File: config.mk
export PLATFORM = sky130hd
export DESIGN_NAME = yvc_write_queue
export DESIGN_NICKNAME = d
export VERILOG_FILES = /design/src/yvc_pkg.sv /design/src/yvc_write_queue.sv
export SDC_FILE = /design/constraint.sdc
export NUM_CORES = 1
export LEC_CHECK = 0
export ABC_AREA = 1
export BUFFER_PORTS_ARGS = -buffer_cell sky130_fd_sc_hd__buf_2
export CAP_MARGIN = 20
export CELL_PAD_IN_SITES_DETAIL_PLACEMENT = 0
export CELL_PAD_IN_SITES_GLOBAL_PLACEMENT = 1
export CORE_AREA = 2 2 172 174
export DETAILED_ROUTE_END_ITERATION = 16
export DIE_AREA = 0 0 174 176
export GPL_ROUTABILITY_DRIVEN = 0
export MAX_ROUTING_LAYER = met4
export PLACE_DENSITY = 0.53
export SLEW_MARGIN = 30
export SYNTH_ARGS = -nofsm -noshare
export SYNTH_HDL_FRONTEND = slang
export SYNTH_SLANG_ARGS = --single-unit
File: constraint.sdc
create_clock -name clk -period 8.6 [get_ports clk]
set_input_delay 1.29 -clock clk [delete_from_list [all_inputs] [get_ports clk]]
set_output_delay 1.29 -clock clk [all_outputs]
set_load 0.02 [all_outputs]
File: src/yvc_pkg.sv
`timescale 1ns / 1ps
// ----------------------------------------------------------------------------
// YUYV to NV12 converter package
// Shared sizes, register codes and the structs passed between the blocks.
// ----------------------------------------------------------------------------
package yvc_pkg;

  localparam int MAX_LINE_PIXELS = 4096;
  localparam int MAX_LINES       = 4096;
  localparam int STORE_DEPTH     = MAX_LINE_PIXELS / 2;
  localparam int STORE_AW        = $clog2(STORE_DEPTH);
  localparam int COL_LIMIT       = 4096;
  localparam int REG_W           = 13;
  localparam int COL_W           = 12;
  localparam int ADDR_W          = 25;
  localparam int REG_IDX_W       = 3;

  localparam logic [REG_IDX_W-1:0] REG_ACTIVE_WIDTH       = 3'd0;
  localparam logic [REG_IDX_W-1:0] REG_ACTIVE_HEIGHT      = 3'd1;
  localparam logic [REG_IDX_W-1:0] REG_SOURCE_LINE_GROUPS = 3'd2;
  localparam logic [REG_IDX_W-1:0] REG_DEST_LINE_STRIDE   = 3'd3;
  localparam logic [REG_IDX_W-1:0] REG_DEST_PLANE_ROWS    = 3'd4;

  typedef struct packed {
    logic [REG_W-1:0]  line_len;
    logic [COL_W-1:0]  groups;
    logic [REG_W-1:0]  height;
    logic [REG_W-1:0]  stride;
    logic [ADDR_W-1:0] plane_base;
  } cfg_t;

  typedef struct packed {
    logic              odd;
    logic              last_frame;
    logic [ADDR_W-1:0] luma_addr;
    logic [ADDR_W-1:0] chroma_off;
    logic [7:0]        y0;
    logic [7:0]        y1;
    logic [7:0]        u;
    logic [7:0]        v;
  } item_t;

endpackage

File: src/yvc_write_queue.sv
`timescale 1ns / 1ps
// ----------------------------------------------------------------------------
// Write sequencer
// Holds one group, averages its chroma with the line store data and issues
// the luma and chroma writes through an output register.
// ----------------------------------------------------------------------------
module yvc_write_queue (
  input  logic                      clk,
  input  logic                      rst,
  input  logic                      load,
  input  yvc_pkg::item_t            item,
  input  logic [15:0]               store_data,
  input  logic [yvc_pkg::ADDR_W-1:0] plane_base,
  output logic                      free,
  output logic                      o_valid,
  input  logic                      o_ready,
  output logic                      o_plane,
  output logic [yvc_pkg::ADDR_W-1:0] o_addr,
  output logic [7:0]                o_b0,
  output logic [7:0]                o_b1,
  output logic                      o_last,
  output logic                      o_done
);

  logic           s1_valid;
  logic           s1_phase;
  yvc_pkg::item_t s1_item;
  logic           move;
  logic           final_move;
  logic [8:0]     sum_u;
  logic [8:0]     sum_v;

  assign move       = s1_valid && (!o_valid || o_ready);
  assign final_move = move && (s1_phase || !s1_item.odd);
  assign free       = !s1_valid || final_move;
  assign sum_u      = {1'b0, store_data[15:8]} + {1'b0, s1_item.u};
  assign sum_v      = {1'b0, store_data[7:0]} + {1'b0, s1_item.v};

  always_ff @(posedge clk) begin
    if (rst) begin
      s1_valid <= 1'b0;
      s1_phase <= 1'b0;
      o_valid  <= 1'b0;
    end else begin
      if (load) begin
        s1_valid <= 1'b1;
        s1_phase <= 1'b0;
      end else if (final_move) begin
        s1_valid <= 1'b0;
        s1_phase <= 1'b0;
      end else if (move) begin
        s1_phase <= 1'b1;
      end
      if (move) begin
        o_valid <= 1'b1;
      end else if (o_ready) begin
        o_valid <= 1'b0;
      end
    end
  end

  always_ff @(posedge clk) begin
    if (load) begin
      s1_item <= item;
    end
    if (move) begin
      if (s1_phase) begin
        o_plane <= 1'b1;
        o_addr  <= plane_base + s1_item.chroma_off;
        o_b0    <= sum_u[8:1];
        o_b1    <= sum_v[8:1];
        o_last  <= 1'b1;
        o_done  <= s1_item.last_frame;
      end else begin
        o_plane <= 1'b0;
        o_addr  <= s1_item.luma_addr;
        o_b0    <= s1_item.y0;
        o_b1    <= s1_item.y1;
        o_last  <= !s1_item.odd;
        o_done  <= !s1_item.odd && s1_item.last_frame;
      end
    end
  end

`ifndef SYNTHESIS
  a_phase_odd: assert property (@(posedge clk) disable iff (rst)
    s1_valid && s1_phase |-> s1_item.odd)
    else $error("Second write pending for an even-row group.");
  a_chroma_follows: assert property (@(posedge clk) disable iff (rst)
    move && s1_phase |=> o_valid && o_plane)
    else $error("Chroma write did not reach the output register.");
  a_chroma_last: assert property (@(posedge clk) disable iff (rst)
    o_valid && o_plane |-> o_last)
    else $error("Chroma write not marked as last of its group.");
  a_done_last: assert property (@(posedge clk) disable iff (rst)
    o_valid && o_done |-> o_last)
    else $error("End of frame marked on a write that is not last of its group.");
`endif

endmodule

---- Word-level counts from Yosys, hierarchy flattened ----
Cells that the tools add are included.
operators by class
  $add $sub $neg .......................... 3
  muxes and demuxes ....................... 9
  reduce and logical (&&, ||, !) cells .... 12
operators with widths
  operator           number
  $add 25x25->25     1
  $mux 25            1
  $add 8x8->9        2
  $mux 8             2
  $mux 1             6
  $reduce_bool 2->1  2
  $logic_and 1x1->1  3
  $logic_not 1->1    3
  $logic_or 1x1->1   3
  $reduce_or 3->1    1
storage, ports and cells
  register bits ........................... 131
  bits of input ports ..................... 129
  output and inout port bits .............. 46
  word-level logic and storage cells ...... 41

---- Depth between registers and ports, before layout ----
  depth after elaboration ................. 6
  mapped depth ............................ 12
  mapped depth without buffers ............ 12

---- Worst setup path before layout ----
No wires, ideal clock.
  path kind ............................... input -> output
  from .................................... in o_ready
  to ...................................... out free
  data arrival time ....................... 4.051 ns
  data required time ...................... 7.310 ns
  setup slack ............................. 3.259 ns
  stages .................................. 4
  buffers on the path ..................... 0
  cell sequence ........................... inv_1 > a21oi_1 > nand2_1 > nand2_1
between the ends
  word-level cells in the longest chain between the ends .. 4
RTL lines
  what               RTL line               source
  from (decl)        yvc_write_queue.sv:16  input logic o_ready,
  $logic_or 1x1->1   yvc_write_queue.sv:33  assign move = s1_valid && (!o_valid || o_ready);
  $logic_and 1x1->1  yvc_write_queue.sv:33
  via move           yvc_write_queue.sv:28  logic move;
  $logic_and 1x1->1  yvc_write_queue.sv:34  assign final_move = move && (s1_phase || !s1_item.odd);
  $logic_or 1x1->1   yvc_write_queue.sv:35  assign free = !s1_valid || final_move;
  to (decl)          yvc_write_queue.sv:14  output logic free,
The timed path passes the listed nets, and every way through them passes these cells.

---- Worst setup path after layout ----
  from .................................... reg s1_phase
  to ...................................... out free
between the ends
  word-level cells in the longest chain between the ends .. 3
RTL lines
  what                    RTL line               source
  from (decl)             yvc_write_queue.sv:26  logic s1_phase;
  from (signal assigned)  yvc_write_queue.sv:42  s1_phase <= 1'b0;
  from (signal assigned)  yvc_write_queue.sv:47  s1_phase <= 1'b0;
  from (signal assigned)  yvc_write_queue.sv:50  s1_phase <= 1'b0;
  $logic_or 1x1->1        yvc_write_queue.sv:34
  $logic_and 1x1->1       yvc_write_queue.sv:34
  $logic_or 1x1->1        yvc_write_queue.sv:35
No other way between the ends.

==> impl_metrics.py <==
metrics = {
    "worst_setup_path": {
        "timing.critical_path.slowest_stage_cell": "sky130_fd_sc_hd__clkinv_2",
        "crit_path_cell_trace": "buf_4, clkinv_2, nand2_1, nand2_1, nand2_1, buf_2",
        "cp_top_family": "buffers and inverters",
        "criticalPathCategory": "flip-flop to output port",
        "worstPathMaxFanout": 54,
        "cp.buffers_inverters": 3,
        "setup.worst_path.end_class": "output port",
        "worst_ep_required_time_ns": 7.31,
        "worst_r2r_startpoint": "s1_item[32]",
        "critical_path_s_most_frequent_cell": "sky130_fd_sc_hd__nand2_1",
        "worstReg2RegEnd": "o_addr[12]",
        "timing.reg2reg.setup_slack_ns": 6.39,
        "worst_r2r_path_depth": 11,
        "timing.critical_path.arrival_ns": 2.50,
        "critical-path-max-stage-delay_ns": 0.74,
        "worstSetupStartpointType": "flip-flop",
    },
    "die": {
        "floorplan.die_area_mm2": 0.0306,
        "placement_rows": 62,
        "initial_utilization_pct": 24.0,
        "boundaryPins": 175,
        "die_h_um": 176,
        "die_x_um": 174,
        "fp.coreArea_mm2": 0.0285,
    },
    "route": {
        "detail-route-antenna-nets": 0,
        "wl_um": 19400,
        "routed_via_density": 3.96,
        "first_pass_iters": 5,
        "routed_wire_length_per_instance_um": 14.7,
        "first_iter_violations": 244,
        "num_vias": 5211,
        "drcViolationCount": 0,
    },
    "placed_design": {
        "placement.io_buffers": 174,
        "place_ws_ns": 4.76,
        "detailedPlacementHpwl_um": 14800,
    },
    "worst_hold_path": {
        "worst_min_delay_path_category": "flip-flop to flip-flop",
        "min_to": "s1_valid",
        "worst_hold_path.num_cells": 2,
        "hold_path_startpoint": "s1_valid",
    },
    "global_routing": {
        "grt_max_degree": 67,
        "antenna_found_initial": 8,
        "grt_util_all_layers_pct": 13.4,
        "grt_busiest_layer": "met2",
        "use_met2_pct": 20.9,
        "grt_util_met1_pct": 16.4,
        "grtUsageMet3_pct": 4.59,
        "global_route.overflow_total": 0,
        "vias_in_the_first_global_route": 5350,
        "grt_first_pass_wirelength_um": 29600,
    },
    "yosys": {
        "dominantRegCellSynth": "sky130_fd_sc_hd__edfxtp_1",
        "post_synth_instance_area_mm2": 0.00685,
        "ys.warnings.count": 0,
        "synth-async-reset-ratio_pct": 0,
        "synth_fp_nets": 895,
        "post_synth_edffs": 128,
        "synth.yosys.seq_area_share_pct": 57.0,
        "ys_seq_elements": 131,
        "post_synthesis_cells": 725,
        "distinct_cell_type_count_after_synthesis": 32,
        "synthesis.area_per_instance_um2": 9.44,
    },
    "cells_and_area": {
        "layout_commonest_cell": "sky130_fd_sc_hd__nand2_1",
        "final_net_count": 1082,
        "layout_common_cells": "262 x sky130_fd_sc_hd__nand2_1, 173 x sky130_fd_sc_hd__buf_2, 128 x sky130_fd_sc_hd__edfxtp_1",
        "drive_gt1_share_pct": 25.1,
        "syn_to_final_growth_pct": 28.2,
        "multiInputGateArea_mm2": 0.00254,
        "final.fill_count": 3118,
        "seq_area_mm2": 0.00390,
    },
    "run": {
        "max_cap_violations": 0,
    },
    "timing": {
        "setup_viol_count_final": 0,
        "max_slew.worst_pin.slew_ns": 0.894,
        "finalWorstSetupSlack_ns": 4.81,
        "worst_clock_skew_ns": 0.0125,
        "final.setup.tns_ns": 0,
        "period_needed_ns": 3.79,
        "slew_violations": 0,
        "clock.fmax_mhz": 264,
        "relSlewSlack_pct": 40.4,
        "period_share_pct": 44.0,
        "grt_setup_unrepaired": "no",
        "report.final.hold_viol_count": 0,
    },
    "power": {
        "ir_worst_vdd_v": 0.000123,
        "total_power_density_per_cell_area_mw_per_mm2": 205,
        "power_leakage_nw": 4.08,
    },
    "clock_network": {
        "cts.sinks": 131,
        "cts_setup_buffers": 0,
        "cts-buffers-inserted": 17,
        "cts.root.buffer_cell": "sky130_fd_sc_hd__clkbuf_16",
        "cts_tree": "done",
        "cts.repair.resized": 0,
        "cts-htree-levels": 4,
        "clock_tree.buffer_depth": 2,
        "insertion_delay_ns": 0.43,
        "clock_pin_slew_on_the_worst_setup_and_hold_paths_ns": 0.06,
        "holdBufCountCts": 0,
    },
    "status": {
        "outcome": "completed",
    },
}
## state kept, by name, summed over array words and instances, names as in the netlist
register and flops:
o_b0 8, s1_phase 1, o_last 1, o_plane 1, o_addr 25, s1_item 84, s1_valid 1, o_valid 1
o_done 1, o_b1 8
## stage by stage
stage                     hold slack [ns]  cells  utilization, %  total power [mW]  cell area (um^2)
after global placement              0.481   1277            28.7              1.11              8200
final                               0.482   1317            30.8              1.80              8780
after floorplan                     0.406    725               -             0.993              6850
after CTS                           0.484   1309            30.7              1.83              8760
after detailed placement            0.473   1277            28.7              1.12              8200
after global routing                0.507   1317            30.8              1.90              8780
## per-layer routing
layer | wire (um) | up-vias
met4 | 280 | 0
met1 | 9080 | 2295
li1 | - | 2779
met3 | 1300 | 17
met5 | 0 | -
met2 | 8760 | 120
## tightest hold or removal path, cell delays in order (launching register included)
cell                      delay (ns)
sky130_fd_sc_hd__dfxtp_1        0.31
sky130_fd_sc_hd__nand2_1        0.07
sky130_fd_sc_hd__a21oi_1        0.05
## synthesized netlist by cell type, types with 3 or more instances
master,instances,area [um^2]
sky130_fd_sc_hd__a21oi_1,24,120
sky130_fd_sc_hd__a31oi_1,3,18.8
sky130_fd_sc_hd__clkbuf_1,8,30.0
sky130_fd_sc_hd__dfxtp_1,3,60.1
sky130_fd_sc_hd__edfxtp_1,128,3840
sky130_fd_sc_hd__fa_1,3,60.1
sky130_fd_sc_hd__ha_1,38,475
sky130_fd_sc_hd__inv_1,97,364
sky130_fd_sc_hd__inv_2,3,11.3
sky130_fd_sc_hd__nand2_1,262,983
sky130_fd_sc_hd__nand2_2,9,56.3
sky130_fd_sc_hd__nand3_1,45,225
sky130_fd_sc_hd__nand3b_1,6,45.0
sky130_fd_sc_hd__nand4_1,10,62.6
sky130_fd_sc_hd__nor2_1,31,116
sky130_fd_sc_hd__nor2_2,3,18.8
sky130_fd_sc_hd__nor3_1,3,15.0
sky130_fd_sc_hd__o21ai_0,17,85.1
sky130_fd_sc_hd__or2_1,3,18.8
sky130_fd_sc_hd__xnor2_1,8,70.1
sky130_fd_sc_hd__xor2_1,3,26.3
## power by group
part | switching (mW) | internal, mW
combinational | 0.204 | 0.115
sequential | 0.0160 | 0.761
clock | 0.301 | 0.402
total | 0.521 | 1.28
## how the worst max path moves through the flow
stage	endpoint	start	cells after the start	slack (ns)
floorplan	free	o_ready	4	3.26
global placement	free	o_ready	7	4.78
detailed placement	free	o_ready	7	4.76
CTS	free	o_ready	7	4.75
global route	free	s1_phase	6	4.54
finish	free	s1_phase	6	4.81
## logic make-up after synthesis
group	share of synthesized area (%)
simple gates	23.4
flops	57.0
buf+inv	5.99
compound gates	4.35
fa+ha+maj	7.82
xor+xnor	1.41
## layout make-up
class	instances	area share (%)
flip-flops and latches	131	44.5
clock inverters	13	1.44
repair buffers	177	10.2
clock buffers	19	4.93
inverters	100	4.29
well taps	384	5.47
multi-input cells	485	29.0
diodes	8	0.228
Power figures use the tool's default switching activity.
