--- config.mk ---
export PLATFORM = sky130hd
export DESIGN_NAME = yvc_raster_ctrl
export DESIGN_NICKNAME = d
export VERILOG_FILES = /design/src/yvc_pkg.sv /design/src/yvc_raster_ctrl.sv
export SDC_FILE = /design/constraint.sdc
export NUM_CORES = 1
export LEC_CHECK = 0
export BUFFER_PORTS_ARGS = -buffer_cell sky130_fd_sc_hd__buf_2
export CORE_AREA = 2 2 131 133
export CTS_CLUSTER_DIAMETER = 80
export DETAILED_ROUTE_END_ITERATION = 10
export DIE_AREA = 0 0 133 135
export PLACE_DENSITY = 0.74
export SYNTH_ARGS = -nofsm -noshare
export SYNTH_HDL_FRONTEND = slang
export SYNTH_SLANG_ARGS = --single-unit
--- constraint.sdc ---
create_clock -name clk -period 6.4 [get_ports clk]
set_clock_uncertainty 0.2 [all_clocks]
set_input_delay 0.64 -clock clk [delete_from_list [all_inputs] [get_ports clk]]
set_output_delay 0.64 -clock clk [all_outputs]
set_load 0.03 [all_outputs]
--- src/yvc_pkg.sv ---
`timescale 1ns / 1ps
// ----------------------------------------------------------------------------
// YUYV to NV12 converter package
// Shared sizes, register codes and the structs passed between the blocks.
// ----------------------------------------------------------------------------
package yvc_pkg;

  localparam int MAX_LINE_PIXELS = 4096;
  localparam int MAX_LINES       = 4096;
  localparam int STORE_DEPTH     = MAX_LINE_PIXELS / 2;
  localparam int STORE_AW        = $clog2(STORE_DEPTH);
  localparam int COL_LIMIT       = 4096;
  localparam int REG_W           = 13;
  localparam int COL_W           = 12;
  localparam int ADDR_W          = 25;
  localparam int REG_IDX_W       = 3;

  localparam logic [REG_IDX_W-1:0] REG_ACTIVE_WIDTH       = 3'd0;
  localparam logic [REG_IDX_W-1:0] REG_ACTIVE_HEIGHT      = 3'd1;
  localparam logic [REG_IDX_W-1:0] REG_SOURCE_LINE_GROUPS = 3'd2;
  localparam logic [REG_IDX_W-1:0] REG_DEST_LINE_STRIDE   = 3'd3;
  localparam logic [REG_IDX_W-1:0] REG_DEST_PLANE_ROWS    = 3'd4;

  typedef struct packed {
    logic [REG_W-1:0]  line_len;
    logic [COL_W-1:0]  groups;
    logic [REG_W-1:0]  height;
    logic [REG_W-1:0]  stride;
    logic [ADDR_W-1:0] plane_base;
  } cfg_t;

  typedef struct packed {
    logic              odd;
    logic              last_frame;
    logic [ADDR_W-1:0] luma_addr;
    logic [ADDR_W-1:0] chroma_off;
    logic [7:0]        y0;
    logic [7:0]        y1;
    logic [7:0]        u;
    logic [7:0]        v;
  } item_t;

endpackage

--- src/yvc_raster_ctrl.sv ---
`timescale 1ns / 1ps
// ----------------------------------------------------------------------------
// Raster position tracker
// Follows column, row and row base addresses, and issues the line store access.
// ----------------------------------------------------------------------------
module yvc_raster_ctrl (
  input  logic                          clk,
  input  logic                          rst,
  input  yvc_pkg::cfg_t                 cfg,
  input  logic                          accept,
  input  logic                          frame_start,
  input  logic [31:0]                   pixels,
  output logic                          emit,
  output yvc_pkg::item_t                item,
  output logic                          store_wr_en,
  output logic                          store_rd_en,
  output logic [yvc_pkg::STORE_AW-1:0]  store_addr,
  output logic [15:0]                   store_wr_data
);

  logic [yvc_pkg::COL_W-1:0]  column_group, column_group_next;
  logic [yvc_pkg::COL_W-1:0]  row_index, row_index_next;
  logic [yvc_pkg::ADDR_W-1:0] luma_row_base, luma_row_base_next;
  logic [yvc_pkg::ADDR_W-1:0] chroma_row_base, chroma_row_base_next;
  logic                       frame_over, frame_over_next;
  logic [yvc_pkg::COL_W-1:0]  g;
  logic [yvc_pkg::COL_W-1:0]  row;
  logic [yvc_pkg::ADDR_W-1:0] lbase;
  logic [yvc_pkg::ADDR_W-1:0] cbase;
  logic                       over;
  logic [yvc_pkg::REG_W-1:0]  col_inc;
  logic [yvc_pkg::REG_W-1:0]  row_inc;
  logic [yvc_pkg::ADDR_W-1:0] col_offset;

  always_comb begin
    g     = frame_start ? '0 : column_group;
    row   = frame_start ? '0 : row_index;
    lbase = frame_start ? '0 : luma_row_base;
    cbase = frame_start ? '0 : chroma_row_base;
    over  = frame_start ? 1'b0 : frame_over;

    col_inc    = {1'b0, g} + yvc_pkg::REG_W'(1);
    row_inc    = {1'b0, row} + yvc_pkg::REG_W'(1);
    col_offset = yvc_pkg::ADDR_W'({g, 1'b0});

    emit = !over && (cfg.height != '0) && (g < cfg.groups) && ({1'b0, row} < cfg.height);

    item.odd        = row[0];
    item.last_frame = (row_inc == cfg.height) &&
                      (g == cfg.groups - yvc_pkg::COL_W'(1));
    item.luma_addr  = lbase + col_offset;
    item.chroma_off = cbase + col_offset;
    item.y0         = pixels[7:0];
    item.u          = pixels[15:8];
    item.y1         = pixels[23:16];
    item.v          = pixels[31:24];

    store_addr    = g[yvc_pkg::STORE_AW-1:0];
    store_wr_data = {pixels[15:8], pixels[31:24]};
    store_wr_en   = accept && emit && !row[0];
    store_rd_en   = accept && emit && row[0];

    column_group_next    = g;
    row_index_next       = row;
    luma_row_base_next   = lbase;
    chroma_row_base_next = cbase;
    frame_over_next      = over;
    if (!over) begin
      if (cfg.height == '0) begin
        frame_over_next = 1'b1;
      end else if (col_inc >= cfg.line_len) begin
        column_group_next  = '0;
        luma_row_base_next = lbase + yvc_pkg::ADDR_W'(cfg.stride);
        if (row[0]) begin
          chroma_row_base_next = cbase + yvc_pkg::ADDR_W'(cfg.stride);
        end
        if (row_inc >= cfg.height) begin
          frame_over_next = 1'b1;
        end else begin
          row_index_next = row_inc[yvc_pkg::COL_W-1:0];
        end
      end else begin
        column_group_next = col_inc[yvc_pkg::COL_W-1:0];
      end
    end
  end

  always_ff @(posedge clk) begin
    if (rst) begin
      column_group    <= '0;
      row_index       <= '0;
      luma_row_base   <= '0;
      chroma_row_base <= '0;
      frame_over      <= 1'b0;
    end else if (accept) begin
      column_group    <= column_group_next;
      row_index       <= row_index_next;
      luma_row_base   <= luma_row_base_next;
      chroma_row_base <= chroma_row_base_next;
      frame_over      <= frame_over_next;
    end
  end

endmodule

After elaboration in Yosys (flattened, before gate mapping)
Index checks and enable logic that the tools add are counted.
W data, S select, Z words.
{"block": "totals", "register_bits": 75, "inputBits": 112, "elab_cells": 52, "out_inout_bits": 114}
{"block": "classes", "reduce_logical": 11, "muxes": 23, "eq_ne": 2, "order_cmp": 4, "add_sub_neg": 7}
{"op": "$mux W25", "n": 9}
{"op": "$mux W12", "n": 9}
{"op": "$add A25 B13 Y25", "n": 4}
{"op": "$add A12 B1 Y13 const B", "n": 2}
{"op": "$ge A13 B13 Y1", "n": 2}
{"op": "$eq A13 B13 Y1", "n": 1}
{"op": "$logic_not A13 Y1", "n": 1}
{"op": "$lt A12 B13 Y1", "n": 1}
{"op": "$reduce_bool A13 Y1", "n": 1}
{"op": "$eq A12 B12 Y1", "n": 1}
{"op": "$lt A12 B12 Y1", "n": 1}
{"op": "$sub A12 B1 Y12 const B", "n": 1}
{"op": "$logic_and A1 B1 Y1", "n": 7}
{"op": "$mux W1", "n": 5}
{"op": "$logic_not A1 Y1", "n": 2}

Depth between registers and ports, before layout
{"block": "depth", "depth_word": 7, "ltp_mapped": 21, "depth_no_buf": 17}

Least setup slack after synthesis
Ideal clock, no wire load.
{"block": "synth_timing", "kind": "input-to-reg", "startpoint": "input port frame_start", "endpoint": "register luma_row_base[15] in the netlist's numbering", "n_path_buf": 4, "arrival_time_ps": 5272, "setup_slack_ps": 804, "cell_stages": 19, "required_ps": 6077, "setup_ps": 123, "path_cell_list": "buf_2 clkbuf_1 nor2b_1 ha_1 nand2_1 nor3_1 and3_1 clkbuf_1 nand3_1 xnor2_1 ha_1 or4_1 a221o_1 a311oi_2 a211oi_2 nor2b_1 buf_2 nand4_1 mux2_1"}
{"block": "synth_via", "elab_chain_len": 6, "word_cells_on_any_way": 9, "classes_between": "add/sub: 2; order compare: 1; mux: 6"}
{"element": "from (decl)", "line": "yvc_raster_ctrl.sv:11", "rtl": "input logic frame_start,"}
{"element": "$mux W12", "line": "yvc_raster_ctrl.sv:36", "rtl": "g = frame_start ? '0 : column_group;"}
{"element": "net store_addr (one bit)", "line": "yvc_raster_ctrl.sv:17", "rtl": "output logic [yvc_pkg::STORE_AW-1:0] store_addr,"}
{"element": "$add A12 B1 Y13", "line": "yvc_raster_ctrl.sv:42", "rtl": "col_inc = {1'b0, g} + yvc_pkg::REG_W'(1);"}
{"element": "$ge A13 B13 Y1", "line": "yvc_raster_ctrl.sv:71", "rtl": "end else if (col_inc >= cfg.line_len) begin"}
{"element": "$mux W25", "line": "yvc_raster_ctrl.sv:71"}
{"element": "$mux W25", "line": "yvc_raster_ctrl.sv:69", "rtl": "if (cfg.height == '0) begin"}
{"element": "$mux W25", "line": "yvc_raster_ctrl.sv:68", "rtl": "if (!over) begin"}
{"element": "to (signal assigned)", "line": "yvc_raster_ctrl.sv:98", "rtl": "luma_row_base <= luma_row_base_next;"}
{"element": "to (decl)", "line": "yvc_raster_ctrl.sv:23", "rtl": "logic [yvc_pkg::ADDR_W-1:0] luma_row_base, luma_row_base_next;"}
The timed path passes the listed nets, and every way through them passes these cells.
A chain may end at the register's enable or synchronous reset.

==> results.md <==
* Async set-reset flop share out of synthesis at 0%
* Fin crit period at roughly 5.3 ns
* Yosys top cell area share at 17.70%
* Top sig layer: met4
* Drt total wl at 22130 um
* YS warnings at 0
* Hold worst-path end: luma_row_base[8]
* Synth top area cells: dfxtp_1 (18%), ha_1 (15%), xnor2_1 (7.6%)
* EDFF count, synth at 0
* Layout Cells excl Fill at 1391
* Post-synthesis net count at 1330
* Worst Path Required at 5.56 ns
* Fin worst setup slack at 1.072 ns
* Initial antenna violation count at 0
* WL/cell at 15.91 um
* Die Width at about 130 um
* First-pass GRT wire length at approximately 36000 um
* Worst Path Arrival at roughly 4.5 ns
* Setup TNS at 0 ns
* RR Startpoint: column_group[0]
* Pin slew with the least headroom to its limit at 0.9032 ns
* Max rail drop VDD at ~0.000095 V
* Ys flop type: dfxtp_1
* Worst hold slack at roughly 0.27 ns
* P_leak at 4.335 nW
* Clock latency on the worst-skew pair at 0.34 ns
* Power per cell area at roughly 120 nW/um^2
* Clock Path Buffers at 2
* Setup CP Type: in -> out
* Tot GR Track Use at ~25%
* # port buffers at 120
* Internal cell power at slightly below 0.8 mW
* FF+latch count, synth at 75
* Fraction of layout cells with a size suffix above 1 at 13.49%
* Clk pwr share at approximately 44%
* Routed length on met2 at 10210 um
* Period utilization at 83.25%
* R2r setup slk at 1.43 ns
* Cts repair resizes at 0
* Syn avg cell area at 7.634 sq um
* Met3 routed WL at 1083 um
* Synth area leader: dfxtp_1
* Number of global-route vias before repair at 7678
* Initial drt markers at 464
* Cells along the critical path: buf_2, buf_4, nor2b_1, ha_1, and4b_1, and2_1, nand3_1, nand4bb_1, xnor2_1, ha_1, nand4_1, nor3_1, nand4_1, nor4_1, o2111a_1, buf_2
* Hold-fix buffers, CTS at 0
* Max Clock Freq at 0.1877 GHz
* Cell count after placement at 1375
* Setup Buffers After CTS at 0
* Worst setup SP type: input port
* Crit end category: output pin
* Post-DP HPWL at approximately 17000 um
* Core area at 16410 sq um
* Gate power share at roughly an eighth
* Cell Rows at 47
* Gate Count Post-Synth at approximately 1100
* Clock transition at path regs at 0.06 ns
* Reg power frac at between 40% and 50%
* TritonCTS buffer count at 9
* Tightest Hold Check Type: reg -> reg
* HP Start: luma_row_base[8]
* Die Area at 17960 sq um
* Area Overhead vs Synth at 8.290%
* Clk Tree Root Cell: clkbuf_16
* Final hold vios at 0
* Netlist cell types at 74
* RSZ-0062 raised after global routing: false
* Chip height at 135 um
* Crit-path max FO at 53
* Largest stage delay, worst path at 0.37 ns
* H-tree levels at 3
* Reg-to-reg endpoint: luma_row_base[3]
* Routed Antenna Nets at 0
* DRT Pass-1 Iters at 5
* R2r worst-path depth at 16
* Cell Area, Synth at 8482 sq um
* Hold Crit Depth at 1
* Number of fill cells at between 1500 and 2000
* Fin nets at between 1000 and 1500
* Max-slew headroom at approximately 39%
* Clk sink count at 75
* CP max-delay cell: nor3_1
* TritonCTS clock tree: built
* Final Setup Violations at 0
* Sw frac at 27.99%
* Vias at 8096
* Vias per inst at 5.820
* Largest net degree at the start of global routing at 54
* Slew Viols, Final at 0
* WL met1 at 10330 um
* Worst slack, placed at 0.9657 ns
* Max Cap Viol at 0
* GP Congestion at 0.8915
* Grt ovf at 0
* I/O pin cnt at between 200 and 250
* DRC viols at 0
* Status: completed
* Antenna cells at 0
* Initial cell density of the core at 51.70%
* Seq/Total Area, Yosys at 17.70%
* Switching pwr at 0.3042 mW
## cells in the mapped netlist, types with 23 or more instances
master / instances
a21oi_1: 90
buf_4: 48
clkbuf_1: 29
dfxtp_1: 75
ha_1: 103
inv_1: 61
nand2_1: 94
nand3_1: 35
nand4_1: 23
nor2_1: 69
nor2b_1: 60
nor3_1: 29
o21ai_0: 42
xnor2_1: 74
xor2_1: 23
## per-stage QoR
step           cell area [sq um]  total power [mW]  util, %
6_report                    9185             1.087    55.98
5_1_grt                     9185             1.131    55.98
4_1_cts                     9185             1.095    55.98
3_5_place_dp                8914            0.6195    54.33
3_3_place_gp                8914            0.6172    54.33
2_1_floorplan               8482            0.6252        -
## worst max path at each step
stage                start                 to  cells after the start
2_1_floorplan  frame_start  luma_row_base[15]                     19
3_3_place_gp   frame_start   luma_row_base[5]                     18
3_5_place_dp   frame_start   luma_row_base[3]                     18
4_1_cts        frame_start           item[82]                     16
5_1_grt        frame_start           item[82]                     16
6_report       frame_start           item[82]                     16
## cell usage in the layout, fill, tap and decap left out, drive strengths merged, types with 10 or more instances in the layout
cell    synthesis  layout
nand4          23      23
nor2b          60      60
xnor2          74      74
or3            11      11
a21oi          92      92
and3           19      19
o21a           16      16
nor2           70      70
nand3          36      36
nand2          94      94
xor2           23      23
dfxtp          75      75
o211ai         11      11
a22o           22      22
o21ai          43      43
a21o           20      20
clkbuf         29      11
nor3           29      29
a211oi         14      14
ha            103     103
a31o           10      10
buf            59     132
inv            61      62
## critical path, delay by kind of cell
kind / cells / cell delay [ns]
simple gates: 9 / 2.16
buf+inv: 3 / 0.67
fa+ha+maj: 2 / 0.56
compound gates: 1 / 0.23
xor+xnor: 1 / 0.19
## registers in the layout, indices dropped and copies added (netlist names)
signal / flops
chroma_row_base: 25
row_index: 12
column_group: 12
frame_over: 1
luma_row_base: 25
## cell families (layout without fill, tap and decap cells)
family                     count (synthesis)  in the layout  share of synthesized area, %
adders and majority gates                107            107                         16.14
AOI/OAI and AO/OA                        285            285                         22.47
xor gates and xnor gates                  97             97                         10.02
DFF                                       75             75                         17.70
buffers and inverters                    149            209                         8.998
and+or+nand+nor                          390            390                         23.66
muxes                                      8              8                         1.018
## routing by layer
metal | vias to the layer above | track usage [%]
met5 | - | 0
met4 | 0 | 8.841
met3 | 42 | 2.928
met2 | 227 | 41.16
met1 | 3754 | 32.68
li1 | 4073 | -
## power by group through the flow
stage	sequential, mW	combinational (mW)	clock, mW
6_report	0.469	0.142	0.476
2_1_floorplan	0.479	0.146	0
3_3_place_gp	0.479	0.138	0
5_1_grt	0.469	0.159	0.503
4_1_cts	0.469	0.141	0.485
3_5_place_dp	0.479	0.140	0
## layout make-up
| cell class | count | area [sq um] | share of cell area [%] |
|---|---|---|---|
| Inverter | 61 | 229.0 | 2.493 |
| Clock buffer | 11 | 232.7 | 2.534 |
| Sequential cell | 75 | 1501 | 16.35 |
| Timing Repair Buffer | 132 | 690.7 | 7.519 |
| Multi-Input combinational cell | 887 | 6217 | 67.69 |
| Clock inverter | 5 | 38.79 | 0.4223 |
| Tap cell | 220 | 275.3 | 2.997 |
(Power assumes the default switching activity.)
