===== config.mk =====
export PLATFORM = sky130hd
export DESIGN_NAME = yvc_cfg_regs
export DESIGN_NICKNAME = d
export VERILOG_FILES = /design/src/yvc_pkg.sv /design/src/yvc_cfg_regs.sv
export SDC_FILE = /design/constraint.sdc
export NUM_CORES = 1
export LEC_CHECK = 0
export BUFFER_PORTS_ARGS = -buffer_cell sky130_fd_sc_hd__clkbuf_2
export CAP_MARGIN = 20
export CORE_ASPECT_RATIO = 0.9
export CORE_MARGIN = 2
export CORE_UTILIZATION = 29
export DETAILED_ROUTE_END_ITERATION = 8
export PLACE_DENSITY = 0.58
export SYNTH_ARGS = -nofsm -noshare
export SYNTH_HDL_FRONTEND = slang
export SYNTH_SLANG_ARGS = --single-unit

===== constraint.sdc =====
create_clock -name clk -period 15 [get_ports clk]
set_clock_uncertainty 0.1 [all_clocks]
set_input_delay 3 -clock clk [delete_from_list [all_inputs] [get_ports clk]]
set_output_delay 3 -clock clk [all_outputs]
set_load 0.05 [all_outputs]

===== src/yvc_pkg.sv =====
`timescale 1ns / 1ps
// ----------------------------------------------------------------------------
// YUYV to NV12 converter package
// Shared sizes, register codes and the structs passed between the blocks.
// ----------------------------------------------------------------------------
package yvc_pkg;

  localparam int MAX_LINE_PIXELS = 4096;
  localparam int MAX_LINES       = 4096;
  localparam int STORE_DEPTH     = MAX_LINE_PIXELS / 2;
  localparam int STORE_AW        = $clog2(STORE_DEPTH);
  localparam int COL_LIMIT       = 4096;
  localparam int REG_W           = 13;
  localparam int COL_W           = 12;
  localparam int ADDR_W          = 25;
  localparam int REG_IDX_W       = 3;

  localparam logic [REG_IDX_W-1:0] REG_ACTIVE_WIDTH       = 3'd0;
  localparam logic [REG_IDX_W-1:0] REG_ACTIVE_HEIGHT      = 3'd1;
  localparam logic [REG_IDX_W-1:0] REG_SOURCE_LINE_GROUPS = 3'd2;
  localparam logic [REG_IDX_W-1:0] REG_DEST_LINE_STRIDE   = 3'd3;
  localparam logic [REG_IDX_W-1:0] REG_DEST_PLANE_ROWS    = 3'd4;

  typedef struct packed {
    logic [REG_W-1:0]  line_len;
    logic [COL_W-1:0]  groups;
    logic [REG_W-1:0]  height;
    logic [REG_W-1:0]  stride;
    logic [ADDR_W-1:0] plane_base;
  } cfg_t;

  typedef struct packed {
    logic              odd;
    logic              last_frame;
    logic [ADDR_W-1:0] luma_addr;
    logic [ADDR_W-1:0] chroma_off;
    logic [7:0]        y0;
    logic [7:0]        y1;
    logic [7:0]        u;
    logic [7:0]        v;
  } item_t;

endpackage


===== src/yvc_cfg_regs.sv =====
`timescale 1ns / 1ps
// ----------------------------------------------------------------------------
// Configuration registers
// APB register file with the clamped line and frame figures derived from it.
// ----------------------------------------------------------------------------
module yvc_cfg_regs (
  input  logic                     clk,
  input  logic                     rst,
  input  logic                     psel,
  input  logic                     penable,
  input  logic                     pwrite,
  input  logic [4:0]               paddr,
  input  logic [31:0]              pwdata,
  output logic [31:0]              prdata,
  output logic                     pready,
  output yvc_pkg::cfg_t            cfg
);

  logic [yvc_pkg::REG_W-1:0]     active_width;
  logic [yvc_pkg::REG_W-1:0]     active_height;
  logic [yvc_pkg::REG_W-1:0]     source_line_groups;
  logic [yvc_pkg::REG_W-1:0]     dest_line_stride;
  logic [yvc_pkg::REG_W-1:0]     dest_plane_rows;
  logic [yvc_pkg::REG_IDX_W-1:0] reg_index;
  logic                          wr;
  logic [yvc_pkg::REG_W-1:0]     line_len_next;
  logic [yvc_pkg::REG_W:0]       width_plus_one;
  logic [yvc_pkg::REG_W-1:0]     half_width;
  logic [yvc_pkg::REG_W-1:0]     groups_next;
  logic [yvc_pkg::REG_W-1:0]     height_next;
  logic [yvc_pkg::ADDR_W-1:0]    plane_base;

  assign reg_index = paddr[4:2];
  assign wr        = psel && penable && pwrite;
  assign pready    = 1'b1;

  always_ff @(posedge clk) begin
    if (rst) begin
      active_width       <= yvc_pkg::REG_W'(640);
      active_height      <= yvc_pkg::REG_W'(480);
      source_line_groups <= yvc_pkg::REG_W'(320);
      dest_line_stride   <= yvc_pkg::REG_W'(640);
      dest_plane_rows    <= yvc_pkg::REG_W'(480);
    end else if (wr) begin
      case (reg_index)
        yvc_pkg::REG_ACTIVE_WIDTH:       active_width       <= pwdata[yvc_pkg::REG_W-1:0];
        yvc_pkg::REG_ACTIVE_HEIGHT:      active_height      <= pwdata[yvc_pkg::REG_W-1:0];
        yvc_pkg::REG_SOURCE_LINE_GROUPS: source_line_groups <= pwdata[yvc_pkg::REG_W-1:0];
        yvc_pkg::REG_DEST_LINE_STRIDE:   dest_line_stride   <= pwdata[yvc_pkg::REG_W-1:0];
        yvc_pkg::REG_DEST_PLANE_ROWS:    dest_plane_rows    <= pwdata[yvc_pkg::REG_W-1:0];
        default: ;
      endcase
    end
  end

  always_comb begin
    case (reg_index)
      yvc_pkg::REG_ACTIVE_WIDTH:       prdata = 32'(active_width);
      yvc_pkg::REG_ACTIVE_HEIGHT:      prdata = 32'(active_height);
      yvc_pkg::REG_SOURCE_LINE_GROUPS: prdata = 32'(source_line_groups);
      yvc_pkg::REG_DEST_LINE_STRIDE:   prdata = 32'(dest_line_stride);
      yvc_pkg::REG_DEST_PLANE_ROWS:    prdata = 32'(dest_plane_rows);
      default:                         prdata = 32'd0;
    endcase
  end

  always_comb begin
    if (source_line_groups == '0) begin
      line_len_next = yvc_pkg::REG_W'(1);
    end else if (source_line_groups > yvc_pkg::REG_W'(yvc_pkg::COL_LIMIT)) begin
      line_len_next = yvc_pkg::REG_W'(yvc_pkg::COL_LIMIT);
    end else begin
      line_len_next = source_line_groups;
    end
    width_plus_one = {1'b0, active_width} + (yvc_pkg::REG_W+1)'(1);
    half_width     = width_plus_one[yvc_pkg::REG_W:1];
    if (half_width > yvc_pkg::REG_W'(yvc_pkg::STORE_DEPTH)) begin
      groups_next = yvc_pkg::REG_W'(yvc_pkg::STORE_DEPTH);
    end else begin
      groups_next = half_width;
    end
    if (groups_next > line_len_next) begin
      groups_next = line_len_next;
    end
    if (active_height > yvc_pkg::REG_W'(yvc_pkg::MAX_LINES)) begin
      height_next = yvc_pkg::REG_W'(yvc_pkg::MAX_LINES);
    end else begin
      height_next = active_height;
    end
  end

  // The chroma plane base is registered and settles in the cycle after a register write, before any
  // chroma write of a group transferred after that write can reach it.
  always_ff @(posedge clk) begin
    plane_base <= yvc_pkg::ADDR_W'(dest_plane_rows * dest_line_stride);
  end

  always_comb begin
    cfg.line_len   = line_len_next;
    cfg.groups     = groups_next[yvc_pkg::COL_W-1:0];
    cfg.height     = height_next;
    cfg.stride     = dest_line_stride;
    cfg.plane_base = plane_base;
  end

endmodule


---- Yosys cells after proc, flatten, opt, wreduce, memory -nomap -nowiden ----
Index checks and enable logic that the tools add are counted.
cells by class
  order comparisons ....................... 4
  multiply operators ...................... 1
  equal/unequal tests ..................... 4
  $add $sub $neg .......................... 1
  reductions and logical operators ........ 9
  mux-type cells .......................... 6
operators by type and width
  cell                                                                    count
  13-bit one-hot mux with 5 select lines                                  1
  13-bit two-way mux                                                      4
  13-bit > comparator, second input constant                              2
  13-bit by 13-bit multiplier with 25-bit output                          1
  13-bit by 1-bit adder with 14-bit output, second input constant         1
  13-bit by 12-bit > comparator with 1-bit output, second input constant  1
  13-bit > comparator                                                     1
  13-bit logical NOT                                                      1
  12-bit two-way mux                                                      1
  2-bit AND reduction                                                     5
  3-bit by 2-bit equality test with 1-bit output, second input constant   2
  3-bit by 1-bit equality test with 1-bit output, second input constant   1
  3-bit equality test, second input constant                              1
  3-bit logical NOT                                                       1
  1-bit logical AND                                                       2
word-level totals
  input port bits ......................... 42
  word-level logic and storage cells ...... 31
  register bits after elaboration ......... 90

---- Depth between registers and ports, before layout ----
Gate-level depths: netlist (run 1).
  depth after elaboration ................. 5
  depth in mapped cells ................... 19

---- Least setup slack after synthesis (run 1) ----
Ideal clock, no wire load.
  kind .................................... input to output
  from .................................... input port paddr[2]
  to ...................................... output port prdata[3]
  data arrival time ....................... 4.669 ns
  buffers on the path ..................... 2
  required time ........................... 11.900 ns
  cell stages on the path ................. 6
  path slack .............................. 7.231 ns
  cells stage by stage .................... clkbuf_1 > clkbuf_1 > mux2i_1 > nor2_1 > a21oi_1 > o22ai_1
on the way
  word-level cells in the longest chain between the ends .. 2
ends and longest elaborated chain
  item                                         RTL line            text
  start, declared                              yvc_cfg_regs.sv:12  input logic [4:0] paddr,
  3-bit equality test (tied with other cells)  yvc_cfg_regs.sv:57  case (reg_index)
  13-bit one-hot mux with 5 select lines *     yvc_cfg_regs.sv:57
  end, declared                                yvc_cfg_regs.sv:14  output logic [31:0] prdata,
Mark *: on every way between the ends. The rest lies on a longest branch, timed or not.

---- Worst setup path after layout (run 1) ----
  from .................................... input port paddr[2]
  to ...................................... output port prdata[10]
Same word-level chain as after synthesis.

==> impl_results.md, run 1 <==
* Drt first pass iters at 5
* Core Area at 34,800 um^2
* P_int at 0.000406 W
* CTS tree: yes
* Max-slew violations at 0
* Final TNS setup at 0 ps
* CP Capture Type: output port
* Clk pin slew, worst setup/hold paths at 80 ps
* Per-cell routed wire length at 15.1 um
* Crit path DAT at approximately 5200 ps
* Commonest non-fill, non-tap cell in the layout: nand2_1
* Status: completed
* Largest fanout on the critical path at 24
* DRT Wirelength at 26,900 um
* Post-route minimum period at approximately 8300 ps
* Mapped Avg Cell Area at 8.12 um^2
* FF-to-FF setup slack at 9160 ps
* Total net switching power at 0.000202 W
* Top_reg_cell synth: dfxtp_1
* Clock Sinks at 90
* Fin area at roughly 11,000 um^2
* GRT Total Usage at 15.1%
* Endpoints failing hold at 0
* Die X at 201 um
* Setup violators final at 0
* Worst-skew pair later-pin latency at between 300 and 400 ps
* Vias in the first global route at 8,387
* Flop pwr share at 41.0%
* N_diodes at 0
* Number of routed nets with antenna violations at 0
* Synth top area share at between 20% and 30%
* F_max at ~0.12 GHz
* Leak at 5.45 nW
* GR Overflow Total at 0
* Initial drt markers at 503
* Chip height at 182 um
* Post-CTS Setup Inserts at 0
* RSZ-0062 raised after global routing: false
* Hold buffers post-CTS at 0
* Synth warn at 0
* Largest cells by area after synthesis: fa_1 (24%), dfxtp_1 (18%), ha_1 (10%)
* Vias at roughly 8,500
* Logic pwr share at 17.3%
* Global placer's final weighted congestion at 0.818
* I/O Buffers at 109
* CP Class: primary input to output port
* Clock power frac at 41.7%
* Type of origin of the critical path: primary input
* Number of synthesized flops with an enable pin at 0
* Commonest non-fill, non-tap cells in the layout: nand2_1 (225), inv_1 (192), fa_1 (120)
* CTS resizes at 0
* Sw Share at 33.2%
* Async set-or-reset flop fraction in the synthesized netlist at 0%
* Post-DP Area at around 11,000 um^2
* Starting density of the core at 29.2%
* Antenna violations before repair at 0
* Avg Vias per Cell at 4.75
* Slew margin rel. at 28.1%
* Die area at 36,600 um^2
* Global-route wire length before repair at ~44,000 um
* Area Growth Syn to Fin at 11.2%
* Largest net degree at the start of global routing at 66
* Worst hold path type: flip-flop to flip-flop
* Synth area leader: fa_1
* Unique cell type count in the Yosys netlist at 60
* Worst-case clock buffer depth at 2
* PwrDens at 53.8 nW/um^2
* H-tree depth at 3
* Final HPWL DP at 21,000 um
* CP required at 11,900 ps
* Layout cells sized above 1 at between 10% and 20%
* CTS root buf: clkbuf_16
* I/O Pins at 151
* Num rows at 65
* Syn Inst Count at 1,252
* Residual DRC at 0
* Mapped Area at 10,200 um^2
* Maxcap violations at 0
* Register area share after synthesis at 17.7%
* Final period utilization at roughly 56%
* Fin nets at 1,551
* Peak supply drop at 0.0364 mV
* FF+latch count, synth at 90
* Total CTS buffers at 9
* Worst Tran Pin Value at 1070 ps
## synthesized netlist by cell type (all sizes together), types with 2 or more instances
master and n:
nor4 5, nand3b 12, nand2b 4, nand3 12, buf 26, inv 192
nor3 7, o22ai 13, a211oi 4, a31o 3, fa 120, and3 11
o211ai 4, and4 2, nor2 54, or2 2, o21ai 13, xnor2 20
xor2 12, a211o 3, and2 86, a21o 4, a21boi 2, nand2 225
a21oi 75, ha 82, or3 5, clkbuf 61, dfxtp 90, a22oi 12
mux2 7, nand4 9, conb 2, mux2i 29, nor2b 17, o31ai 6
o21bai 4, a31oi 4
## layout make-up
type                            count  area, um^2
Tap cell                          469         587
Timing Repair Buffer              112         568
Fill cell                        3763       23500
Inverter                          192         721
Sequential cell                    90        1800
Clock buffer                        9         225
Multi-Input combinational cell    902        7310
Clock inverter                      7        95.1
## state kept, by name (all words and copies together), names as in the netlist
signal	flops
plane_base	25
source_line_groups	13
dest_plane_rows	13
active_width	13
dest_line_stride	13
active_height	13
## critical path, stage by stage
cell and delay [ps]:
clkbuf_2 520, nor2b_1 790, a22oi_1 220, o22ai_1 340
clkbuf_2 340
## power by group through the flow
stage               combinational [W]  clock [W]  sequential [W]
floorplan                   0.0000718          0        0.000267
global placement             0.000105          0        0.000255
detailed placement           0.000105          0        0.000255
CTS                          0.000106   0.000263        0.000250
global route                 0.000115   0.000271        0.000251
finish                       0.000105   0.000254        0.000250
## through the flow
stage	util, %	instances	total power [W]	hold WS, ps	worst slack (ps)
after detailed placement	31.6	1765	0.000361	364	6720
after floorplan	-	1271	0.000338	344	7230
after global routing	32.5	1781	0.000637	404	6460
after global placement	31.6	1765	0.000360	355	6720
final	32.5	1781	0.000608	377	6660
after CTS	32.5	1781	0.000618	376	6700
## kinds of logic after synthesis
group	Yosys count	synth area share, %
XOR/XNOR	32	2.76
flip-flops	90	17.7
multiplexers	36	3.67
AND/OR/NAND/NOR	454	21.3
adder cells (fa/ha/maj)	202	33.7
other	2	0.0738
AO/OA/AOI/OAI	157	9.60
buffers and inverters	279	11.2
## final timing paths
path,start,to,depth (start not counted)
setup / recovery,paddr[2],prdata[10],5
hold reg to reg,active_height[3],active_height[3],2
hold / removal,active_height[3],active_height[3],2
setup reg to reg,dest_line_stride[6],plane_base[24],16
## metal layers
metal	vias up	part of all wire [%]	GRT usage [%]
li1	4027	-	-
met1	4208	46	20.4
met2	207	48	25.4
met3	22	4.7	2.28
met4	0	1.4	3.76
met5	-	0	0
Power figures use the tool's default switching activity.
==> inputs of run 2 (changes only) <==
--- a/config.mk
+++ b/config.mk
@@ -11,7 +11,7 @@
 export CORE_MARGIN = 2
 export CORE_UTILIZATION = 29
 export DETAILED_ROUTE_END_ITERATION = 8
-export PLACE_DENSITY = 0.58
+export PLACE_DENSITY = 0.6
 export SYNTH_ARGS = -nofsm -noshare
 export SYNTH_HDL_FRONTEND = slang
 export SYNTH_SLANG_ARGS = --single-unit
==> constraint.sdc (replaced) <==
create_clock -name clk -period 7.63 [get_ports clk]
set_clock_uncertainty 0.1 [all_clocks]
set_input_delay 1.526 -clock clk [delete_from_list [all_inputs] [get_ports clk]]
set_output_delay 1.526 -clock clk [all_outputs]
set_load 0.05 [all_outputs]
==> impl_results.md, run 2 (same netlist as run 1, synthesis figures left out) <==
* CP Capture Type: output port
* Peak supply drop at 0.0964 mV (+160%)
* Multi-input gate area at 7310 um^2 (unchanged)
* Final HPWL DP at 21,000 um (+0.13%)
* PwrDens at 104 nW/um^2 (+94%)
* Commonest non-fill, non-tap cell in the layout: nand2_1
* Max-slew violations at 0 (unchanged)
* Maxcap violations at 0 (unchanged)
* Residual DRC at 0 (unchanged)
* Worst hold path type: flip-flop to flip-flop
* Clk pin slew, worst setup/hold paths at 80 ps (about the same)
* Chip height at 182 um (unchanged)
* Total net switching power at 0.000409 W (+100%)
* CTS resizes at 0 (unchanged)
* Endpoints failing hold at 0 (unchanged)
* Avg Vias per Cell at 4.76 (+0.12%)
* Core Area at 34,800 um^2 (unchanged)
* Vias at 8,479 (+0.18%)
* Post-CTS Setup Inserts at 0 (unchanged)
* Antenna violations before repair at 1 (+1)
* Area Growth Syn to Fin at 11.1% (about the same)
* Layout Cells excl Fill at 1,782 (+0.056%)
* Global-route wire length before repair at 44,200 um (about the same)
* # fillers at 3,723 (-1.1%)
* Die X at 201 um (unchanged)
* Post-route minimum period at ~6000 ps
* Largest net degree at the start of global routing at 66 (unchanged)
* Layout cells sized above 1 at 11.2% (+0.068 points)
* N_diodes at 0 (unchanged)
* Post-Route Utilization at 32.5% (about the same)
* I/O Buffers at 109 (unchanged)
* Fin nets at 1,552 (+0.064%)
* Status: completed
* Final TNS setup at 0 ps (unchanged)
* CP required at 6000 ps (-5900 ps)
* Clock power frac at 40.8% (-0.9 points)
* Commonest non-fill, non-tap cells in the layout: nand2_1 (225), inv_1 (192), fa_1 (120)
* CTS tree: yes
* Type of origin of the critical path: flip-flop
* Starting density of the core at 29.2% (unchanged)
* RSZ-0062 raised after global routing: false
* Reg area at 1800 um^2 (unchanged)
* Worst-case clock buffer depth at 2 (unchanged)
* Crit path DAT at 4330 ps (-910 ps)
* Die area at 36,600 um^2 (unchanged)
* Final period utilization at 78.1%
* GR Overflow Total at 0 (unchanged)
* Logic pwr share at 17.5% (+0.2 points)
* Number of routed nets with antenna violations at 0 (unchanged)
* GRT Total Usage at 15.0% (-0.13 points)
* F_max at 0.168 GHz
* Worst Tran Pin Value at 958 ps (-117 ps)
* Setup violators final at 0 (unchanged)
* Flop pwr share at 41.6% (+0.6 points)
* Worst-skew pair later-pin latency at 370 ps (about the same)
* Dpl cells at 1,765 (unchanged)
* Biggest register: plane_base
* Sw Share at 34.7% (+1.5 points)
* Total CTS buffers at 9 (unchanged)
* FF-to-FF setup slack at 1870 ps (-7290 ps)
* Drt first pass iters at 7 (+2)
* Global placer's final weighted congestion at 0.820 (+0.26%)
* I/O Pins at 151 (unchanged)
* Max FFs per register at 25 (unchanged)
* Slew margin rel. at 35.8% (+7.7 points)
* P_int at 0.000769 W (+89%)
* Hold buffers post-CTS at 0 (unchanged)
* CP Class: flip-flop to output port
* Clock Sinks at 90 (unchanged)
* Initial drt markers at 602 (+20%)
* CTS root buf: clkbuf_16
* Per-cell routed wire length at 15.1 um (about the same)
* Num rows at 65 (unchanged)
* H-tree depth at 3 (unchanged)
* DRT Wirelength at 26,900 um (+0.15%)
* Vias in the first global route at 8,284 (-1.2%)
* Largest fanout on the critical path at 18 (-25%)
* Leak at 5.45 nW (about the same)
run 2: worst paths after layout:
check / start / to / cells past startpoint
setup / recovery: active_width[0] / cfg[54] / 14
hold / removal: active_height[2] / active_height[2] / 2
setup reg to reg: dest_line_stride[6] / plane_base[24] / 16
hold reg to reg: active_height[2] / active_height[2] / 2
run 2: critical path: stages (launching register included):
cell and delay (ps):
dfxtp_1 410, ha_1 230, and2_1 330, nand4_1 160, mux2i_1 520, a21boi_4 440, nor2_1 90, ha_1 280
nand4_1 130, or3_1 430, mux2i_1 140, a21oi_1 60, buf_4 210, o31ai_1 220, clkbuf_2 320
run 2: stage by stage:
stage / power (W) / hold slack, ps / area, um^2 / worst slack [ps]
6_report: 0.00118 / 378 / 11300 / 1670
5_1_grt: 0.00124 / 401 / 11300 / 1350
4_1_cts: 0.00120 / 377 / 11300 / 1690
3_5_place_dp: 0.000709 / 366 / 11000 / 1900
3_3_place_gp: 0.000707 / 354 / 11000 / 1940
2_1_floorplan: 0.000665 / 344 / 10200 / 1830
run 2: final cells by class:
type / count / share of cell area, %
Clock inverter: 7 / 0.676
Multi-Input combinational cell: 902 / 64.7
Clock buffer: 9 / 1.99
Tap cell: 469 / 5.19
Sequential cell: 90 / 15.9
Inverter: 192 / 6.38
Timing Repair Buffer: 113 / 5.09
run 2: power by group through the flow:
stage	Sequential (W)	Combinational [W]	Clock, W
after global routing	0.000492	0.000226	0.000517
after detailed placement	0.000502	0.000207	0
final	0.000490	0.000207	0.000481
after CTS	0.000490	0.000208	0.000496
after global placement	0.000501	0.000205	0
after floorplan	0.000524	0.000141	0
run 2: routing by layer:
layer  global-route usage [%]  vias up  part of all wire [%]
met4                     3.15        0                   1.4
met5                        0        -                     0
li1                         -     4031                     -
met1                     20.3     4201                    44
met3                     2.67       26                   6.2
met2                     25.1      221                    48
